[config.mk]
export PLATFORM = sky130hd
export DESIGN_NAME = min_on_off_time_enforcer_flat
export DESIGN_NICKNAME = d
export VERILOG_FILES = /design/src/rtl/mote_pkg.sv /design/src/rtl/mote_if.sv /design/src/rtl/mote_csr.sv /design/src/rtl/mote_fsm.sv /design/src/rtl/min_on_off_time_enforcer.sv /design/src/flat_wrapper.sv
export SDC_FILE = /design/constraint.sdc
export NUM_CORES = 1
export LEC_CHECK = 0
export ABC_CLOCK_PERIOD_IN_PS = 6000
export BUFFER_PORTS_ARGS = -buffer_cell sky130_fd_sc_hd__buf_2
export CORE_UTILIZATION = 25
export CTS_BUF_LIST = sky130_fd_sc_hd__clkbuf_4 sky130_fd_sc_hd__clkbuf_8 sky130_fd_sc_hd__clkbuf_16
export CTS_CLUSTER_DIAMETER = 50
export DETAILED_ROUTE_END_ITERATION = 8
export PLACE_DENSITY = 0.43
export RECOVER_POWER = 50
export SYNTH_ARGS = -nofsm -noshare
export SYNTH_HDL_FRONTEND = slang
export SYNTH_SLANG_ARGS = --single-unit
[constraint.sdc]
create_clock -name clock -period 6 [get_ports clock]
set_input_delay 0.6 -clock clock [delete_from_list [all_inputs] [get_ports clock]]
set_output_delay 0.6 -clock clock [all_outputs]
set_load 0.05 [all_outputs]
[src/rtl/mote_pkg.sv]
`timescale 1ns / 1ps

package mote_pkg;

   localparam int TIME_W     = 32;
   localparam int CMD_W      = 8;
   localparam int CHAN_W     = 3;
   localparam int MODE_W     = 2;
   localparam int CSR_IDX_W  = 2;
   localparam int CSR_DATA_W = 32;

   typedef logic [TIME_W-1:0]     time_type;
   typedef logic [CMD_W-1:0]      cmd_type;
   typedef logic [CHAN_W-1:0]     chan_type;
   typedef logic [MODE_W-1:0]     mode_type;
   typedef logic [CSR_IDX_W-1:0]  csr_idx_type;
   typedef logic [CSR_DATA_W-1:0] csr_data_type;

   // mode codes
   localparam mode_type MODE_OFF      = 2'd0;
   localparam mode_type MODE_PEND_ON  = 2'd1;
   localparam mode_type MODE_ON       = 2'd2;
   localparam mode_type MODE_PEND_OFF = 2'd3;

   // register indexes
   localparam csr_idx_type CSR_OFF_MIN_PERIOD = 2'd0;
   localparam csr_idx_type CSR_ON_MIN_PERIOD  = 2'd1;
   localparam csr_idx_type CSR_CHANNEL_INDEX  = 2'd2;

   typedef struct packed {
      time_type off_min_period;
      time_type on_min_period;
      chan_type channel_index;
   } cfg_type;

   typedef struct packed {
      logic     output_on;
      mode_type mode_code;
   } result_type;

endpackage

[src/rtl/mote_if.sv]
`timescale 1ns / 1ps

interface mote_req_if;
   logic               valid;
   logic               ready;
   mote_pkg::time_type time_now;
   mote_pkg::cmd_type  command_vector;

   modport source (output valid, output time_now, output command_vector, input ready);
   modport sink   (input valid, input time_now, input command_vector, output ready);
endinterface

interface mote_rsp_if;
   logic               valid;
   logic               ready;
   logic               output_on;
   mote_pkg::mode_type mode_code;

   modport source (output valid, output output_on, output mode_code, input ready);
   modport sink   (input valid, input output_on, input mode_code, output ready);
endinterface

interface mote_csr_if;
   logic                   valid;
   logic                   ready;
   mote_pkg::csr_idx_type  index;
   mote_pkg::csr_data_type data;

   modport source (output valid, output index, output data, input ready);
   modport sink   (input valid, input index, input data, output ready);
endinterface

[src/rtl/mote_csr.sv]
`timescale 1ns / 1ps

module mote_csr (
   input  logic                   clock,
   input  logic                   reset,
   input  logic                   wr_en,
   input  mote_pkg::csr_idx_type  wr_index,
   input  mote_pkg::csr_data_type wr_data,
   output mote_pkg::cfg_type      cfg
);
   import mote_pkg::*;

   cfg_type cfg_ff;
   cfg_type cfg_in;

   always_comb begin
      cfg_in = cfg_ff;
      if (wr_en) begin
         unique case (wr_index)
            CSR_OFF_MIN_PERIOD: cfg_in.off_min_period = wr_data[TIME_W-1:0];
            CSR_ON_MIN_PERIOD:  cfg_in.on_min_period  = wr_data[TIME_W-1:0];
            CSR_CHANNEL_INDEX:  cfg_in.channel_index  = wr_data[CHAN_W-1:0];
            default:            cfg_in = cfg_ff; // unmapped index, write dropped
         endcase
      end
   end

   always_ff @(posedge clock) begin
      if (reset) begin
         cfg_ff <= '0;
      end else begin
         cfg_ff <= cfg_in;
      end
   end

   assign cfg = cfg_ff;

endmodule

[src/rtl/mote_fsm.sv]
`timescale 1ns / 1ps

module mote_fsm (
   input  logic                 clock,
   input  logic                 reset,
   input  logic                 step,
   input  mote_pkg::cfg_type    cfg,
   input  mote_pkg::time_type   time_now,
   input  mote_pkg::cmd_type    command_vector,
   output mote_pkg::result_type result,
   output mote_pkg::mode_type   mode
);
   import mote_pkg::*;

   mode_type mode_ff;
   mode_type mode_in;
   time_type last_ff;
   time_type last_in;

   logic     cmd;
   time_type elapsed;
   logic     off_done;
   logic     on_done;
   time_type off_clamp;
   time_type on_clamp;

   assign cmd       = command_vector[cfg.channel_index];
   assign elapsed   = time_now - last_ff;
   assign off_done  = (elapsed >= cfg.off_min_period);
   assign on_done   = (elapsed >= cfg.on_min_period);
   assign off_clamp = time_now - cfg.off_min_period;
   assign on_clamp  = time_now - cfg.on_min_period;

   always_comb begin
      mode_in = mode_ff;
      last_in = last_ff;
      unique case (mode_ff)
         MODE_OFF: begin
            if (!off_done) begin
               if (cmd) mode_in = MODE_PEND_ON;
            end else if (cmd) begin
               mode_in = MODE_ON;
               last_in = time_now;
            end else begin
               last_in = off_clamp;
            end
         end
         MODE_PEND_ON: begin
            if (off_done) begin
               if (cmd) begin
                  mode_in = MODE_ON;
                  last_in = time_now;
               end else begin
                  last_in = off_clamp;
               end
            end
            if (!cmd) mode_in = MODE_OFF;
         end
         MODE_ON: begin
            if (!on_done) begin
               if (!cmd) mode_in = MODE_PEND_OFF;
            end else if (!cmd) begin
               mode_in = MODE_OFF;
               last_in = time_now;
            end else begin
               last_in = on_clamp;
            end
         end
         MODE_PEND_OFF: begin
            if (on_done) begin
               if (!cmd) begin
                  mode_in = MODE_OFF;
                  last_in = time_now;
               end else begin
                  last_in = on_clamp;
               end
            end
            if (cmd) mode_in = MODE_ON;
         end
      endcase
   end

   always_ff @(posedge clock) begin
      if (reset) begin
         mode_ff <= MODE_OFF;
         last_ff <= '0;
      end else if (step) begin
         mode_ff <= mode_in;
         last_ff <= last_in;
      end
   end

   assign result.output_on = (mode_in == MODE_ON) || (mode_in == MODE_PEND_OFF);
   assign result.mode_code = mode_in;
   assign mode             = mode_ff;

endmodule

[src/rtl/min_on_off_time_enforcer.sv]
`timescale 1ns / 1ps

// minimum on/off time enforcer for one channel of an 8-bit command vector. each request
// transaction is one tick carrying a free-running 32-bit timestamp and the command vector;
// the bit picked by channel_index is the command. a four-state machine (off, pending-on,
// on, pending-off) holds the output off for at least off_min_period and on for at least
// on_min_period time units, keeping an early command pending until its period has run.
// every request gives exactly one response with the qualified level and the mode code.
// a transaction passes through an input register and then the result register before its
// response is offered; a response that is not taken holds the result register and the input
// stage. one transaction can be taken every cycle while the response channel does not stall;
// the rate is set by the mode logic, whose subtract/compare/update steps once per transaction.
// registers are written through the csr channel, which is always ready, and should only be
// written while no transaction is in flight.

module min_on_off_time_enforcer (
   input logic         clock,
   input logic         reset,
   mote_req_if.sink    req_chan,
   mote_rsp_if.source  rsp_chan,
   mote_csr_if.sink    csr_chan
);
   import mote_pkg::*;

   // input register stage
   logic       in_valid_ff;
   logic       in_valid_in;
   time_type   in_time_ff;
   cmd_type    in_cmd_ff;

   // result register stage
   logic       out_valid_ff;
   logic       out_valid_in;
   result_type out_result_ff;

   cfg_type    cfg;
   result_type fsm_result;
   mode_type   fsm_mode;

   logic       req_take;
   logic       advance;

   // the input stage moves on when the result register is empty or being drained
   assign advance  = in_valid_ff && (!out_valid_ff || rsp_chan.ready);
   assign req_chan.ready = !in_valid_ff || advance;
   assign req_take = req_chan.valid && req_chan.ready;

   assign in_valid_in  = req_take || (in_valid_ff && !advance);
   assign out_valid_in = advance || (out_valid_ff && !rsp_chan.ready);

   // config registers, always ready
   assign csr_chan.ready = 1'b1;

   mote_csr u_csr (
      .clock    (clock),
      .reset    (reset),
      .wr_en    (csr_chan.valid),
      .wr_index (csr_chan.index),
      .wr_data  (csr_chan.data),
      .cfg      (cfg)
   );

   // mode state and timestamp update, stepped once per transaction leaving the input stage
   mote_fsm u_fsm (
      .clock          (clock),
      .reset          (reset),
      .step           (advance),
      .cfg            (cfg),
      .time_now       (in_time_ff),
      .command_vector (in_cmd_ff),
      .result         (fsm_result),
      .mode           (fsm_mode)
   );

   always_ff @(posedge clock) begin
      if (reset) begin
         in_valid_ff  <= 1'b0;
         out_valid_ff <= 1'b0;
      end else begin
         in_valid_ff  <= in_valid_in;
         out_valid_ff <= out_valid_in;
      end
   end

   // payload registers, no reset needed
   always_ff @(posedge clock) begin
      if (req_take) begin
         in_time_ff <= req_chan.time_now;
         in_cmd_ff  <= req_chan.command_vector;
      end
      if (advance) begin
         out_result_ff <= fsm_result;
      end
   end

   assign rsp_chan.valid     = out_valid_ff;
   assign rsp_chan.output_on = out_result_ff.output_on;
   assign rsp_chan.mode_code = out_result_ff.mode_code;

`ifndef NO_ASSERTIONS
   // the level shown must agree with the mode shown
   a_level_matches_mode: assert property (@(posedge clock) disable iff (reset)
      rsp_chan.valid |-> (rsp_chan.output_on == rsp_chan.mode_code[1]))
      else $error("output level disagrees with mode code");

   // state only moves when a transaction leaves the input stage
   a_mode_holds: assert property (@(posedge clock) disable iff (reset)
      !advance |=> $stable(fsm_mode))
      else $error("mode changed without a transaction");

   // the response loaded is the mode the state machine moved to
   a_rsp_tracks_mode: assert property (@(posedge clock) disable iff (reset)
      advance |=> (rsp_chan.valid && (rsp_chan.mode_code == fsm_mode)))
      else $error("response mode differs from state");

   // a pending stall must not drop an item held in the input stage
   a_no_overrun: assert property (@(posedge clock) disable iff (reset)
      (in_valid_ff && !advance) |-> !req_chan.ready)
      else $error("input stage overwritten while stalled");
`endif

endmodule
[src/flat_wrapper.sv]
// flat-port wrapper written by rule: the top's interface ports become plain ports
module min_on_off_time_enforcer_flat import mote_pkg::*;
  (clock, reset, req_chan_valid, req_chan_time_now, req_chan_command_vector, req_chan_ready, rsp_chan_valid, rsp_chan_output_on, rsp_chan_mode_code, rsp_chan_ready, csr_chan_valid, csr_chan_index, csr_chan_data, csr_chan_ready);
  mote_req_if req_chan_i ();
  mote_rsp_if rsp_chan_i ();
  mote_csr_if csr_chan_i ();
  input logic clock;
  input logic reset;
  input wire logic [$bits(req_chan_i.valid)-1:0] req_chan_valid;
  input wire logic [$bits(req_chan_i.time_now)-1:0] req_chan_time_now;
  input wire logic [$bits(req_chan_i.command_vector)-1:0] req_chan_command_vector;
  output wire logic [$bits(req_chan_i.ready)-1:0] req_chan_ready;
  output wire logic [$bits(rsp_chan_i.valid)-1:0] rsp_chan_valid;
  output wire logic [$bits(rsp_chan_i.output_on)-1:0] rsp_chan_output_on;
  output wire logic [$bits(rsp_chan_i.mode_code)-1:0] rsp_chan_mode_code;
  input wire logic [$bits(rsp_chan_i.ready)-1:0] rsp_chan_ready;
  input wire logic [$bits(csr_chan_i.valid)-1:0] csr_chan_valid;
  input wire logic [$bits(csr_chan_i.index)-1:0] csr_chan_index;
  input wire logic [$bits(csr_chan_i.data)-1:0] csr_chan_data;
  output wire logic [$bits(csr_chan_i.ready)-1:0] csr_chan_ready;
  assign req_chan_i.valid = req_chan_valid;
  assign req_chan_i.time_now = req_chan_time_now;
  assign req_chan_i.command_vector = req_chan_command_vector;
  assign req_chan_ready = req_chan_i.ready;
  assign rsp_chan_valid = rsp_chan_i.valid;
  assign rsp_chan_output_on = rsp_chan_i.output_on;
  assign rsp_chan_mode_code = rsp_chan_i.mode_code;
  assign rsp_chan_i.ready = rsp_chan_ready;
  assign csr_chan_i.valid = csr_chan_valid;
  assign csr_chan_i.index = csr_chan_index;
  assign csr_chan_i.data = csr_chan_data;
  assign csr_chan_ready = csr_chan_i.ready;
  min_on_off_time_enforcer u_core (.clock(clock), .reset(reset), .req_chan(req_chan_i), .rsp_chan(rsp_chan_i), .csr_chan(csr_chan_i));
endmodule
==> impl_metrics.toml <==
[floorplanning]
start_util = 0.255
io-pin-count = 85
die_w_um = 223
dieArea_sq_mm = 0.0499
core_area_sq_mm = 0.0480
fp.dieH_um = 223
rows = 80

[pwr]
irDropWorstVdd_uv = 127
p_leak_nw = 5.29
totalPowerFinal_mw = 3.90
p_per_area_mw_per_mm2 = 278

[cells_and_area]
layout-drive-gt1-share = 0.113
n_antenna_cell = 0
fillers = 5237
multiInputGateArea_sq_mm = 0.00827
regArea_sq_mm = 0.00333
fin_util = 0.292
finish.instance_area_sq_mm = 0.0140
layout.nets = 1858
area_delta_synth_final_pct = 14.3

[logic_synthesis]
netlist_area_sq_mm = 0.0123
synth.area.top_cells = "dfxtp_1, ha_1, edfxtp_1"
synth_nets = 1796
ys_seq_area_frac = 0.272
post-synth-top-area-cell = "dfxtp_1"
yosysTopAreaCellShare = 0.167
ys_ff_latch = 145
avgSynthCellArea_sq_um = 7.87
synth_edf_count = 43
async_reset_ff_frac = 0
synthCells = 1557
synth_most_common_cell = "nand2_1"
synth_warnings = 0
yosysUniqueCellTypes = 91
synthTopCellsByCount = "nand2_1, a21oi_1, ha_1"
synth_ff_type = "dfxtp_1"

[critical_path]
path_class = "reg -> reg"
worstPathRequired_ns = 6.33
cp.arrival_ns = 5.97
r2r_cells = 25
critical_path.max_stage_delay_ns = 0.48
end_kind = "flip-flop"
critPathSlowestCell = "fa_1"
worst-path-max-fanout = 7
cp-start-kind = "flip-flop"

[sta]
fin_crit_sh = 0.940
holdWs_ns = 0.309
slew_headroom = -0.446
setup_viol = 0
fmax_mhz = 177
hold_viol = 0
min_period_ns = 5.64
finalClockSkew_ns = 0.0144
tightestPinTransition_ns = 2.17
drv_slew = 66
rsz0062_at_grt = "false"
fin_setup_tns_ns = 0

[flow_run]
max-cap-violations = 2

[status]
outcome = "finished, violations left"
violations = "max-capacitance violations, max-slew violations"

[clocking]
ctsHoldBuffers = 0
clock-sinks = 145
tritoncts = "built"
path_clk_slew_ns = 0.07
cts_buffer_depth = 2
clock_latency_ns = 0.46
numCtsBuffers = 17
ctsRootBufferMaster = "clkbuf_16"
h-tree-depth = 4

[place]
gp_congestion = 0.836
io_buffers = 83
hpwl_mm = 33.0
dpl_cell_area_sq_mm = 0.0133

[global_route]
overflow = 0
grt_max_degree = 68
antenna_found_initial = 0
first_global_vias = 11100
grt_pass1_wl_mm = 66.8
track_usage = 0.177

[route]
dr.first_iter.drc_count = 875
drcViolationCount = 0
drt_wl_total_mm = 43.2
ant_nets = 0
wire_per_inst_um = 19.2
drt_pass1_iterations = 5
vias_per_cell = 5.04
num_vias = 11300

[hold_path]
whs_path_depth = 1
hold_path.class = "in -> reg"
metal layers:
layer / track usage / up-vias / part of all wire
li1: - / 5717 / -
met1: 0.243 / 5360 / 0.49
met2: 0.282 / 222 / 0.45
met3: 0.0317 / 34 / 0.041
met4: 0.0462 / 0 / 0.015
met5: 0 / - / 0
flip-flops by register name (all words and copies together), names as in the netlist:
signal                     cells
u_core.in_time_ff             32
u_core.in_cmd_ff               8
u_core.rsp_chan.output_on      1
u_core.u_fsm.mode              1
u_core.u_fsm.last_ff          32
u_core.in_valid_ff             1
u_core.rsp_chan.mode_code      2
u_core.u_csr.cfg              67
u_core.rsp_chan.valid          1
power breakdown:
group | switching, mW | leakage [nW] | internal (mW)
logic | 1.01 | 3.75 | 0.654
registers | 0.0580 | 1.25 | 1.08
clock network | 0.480 | 0.295 | 0.607
total | 1.55 | 5.29 | 2.34
what timing repair did:
action	in CTS	in global routing
buffers inserted	1	7
gates cloned	0	0
endpoints found under the setup margin	12	32
pin swaps	2	4
gates resized for setup	1	7
placed cells by master, fill, tap and decap left out, types with 25 or more instances in the layout:
cell	synthesis	layout
xnor2_1	43	43
buf_4	1	29
a21oi_1	174	174
edfxtp_1	43	43
o21ai_0	69	69
buf_2	11	80
o21ai_1	28	28
a21o_1	52	52
dfxtp_1	102	101
nor2_1	87	85
o211ai_1	29	29
nand2_1	252	252
ha_1	157	157
a211oi_1	31	31
inv_1	116	116
xor2_1	25	25
cell families (layout without fill, tap and decap cells):
group                      Yosys count  in the layout  synth area share
DFF                                145            145             0.272
other                                1              1          0.000306
muxes                               14             14            0.0138
adders and majority gates          160            160             0.165
and+or+nand+nor                    489            489             0.181
buffers and inverters              185            260            0.0581
xor gates and xnor gates            68             68            0.0486
AOI/OAI and AO/OA                  495            495             0.262
per-stage QoR:
step | setup WS, ns | instances
6_report | 0.361 | 2247
5_1_grt | 0.0189 | 2247
4_1_cts | 0.0255 | 2240
3_5_place_dp | -0.0742 | 2207
3_3_place_gp | 0.171 | 2207
2_1_floorplan | 0.975 | 1557
worst max-delay path, delay by kind of cell, from the launching register on:
family          cells  cell delay, ns
buf+inv             4            0.49
flops               1            0.41
simple gates        4            0.84
fa+ha+maj           3            0.95
xor+xnor            1            0.19
compound gates     13            2.62
final cells by class:
type / instances / area share
clock buffers: 22 / 0.0364
clock inverters: 10 / 0.00482
inverters: 116 / 0.0311
multi-input cells: 1227 / 0.590
flip-flops and latches: 145 / 0.238
well taps: 615 / 0.0549
repair buffers: 112 / 0.0449
worst paths after layout:
kind | end | slack, ns | start
setup / recovery | u_core.u_fsm.last_ff[5] | 0.36 | u_core.in_time_ff[0]
hold / removal | u_core.in_time_ff[11] | 0.31 | req_chan_time_now[11]
hold reg to reg | u_core.u_fsm.last_ff[18] | 0.45 | u_core.u_fsm.last_ff[18]
setup reg to reg | u_core.u_fsm.last_ff[5] | 0.36 | u_core.in_time_ff[0]
Note: power is estimated with default switching activity, not from simulation.
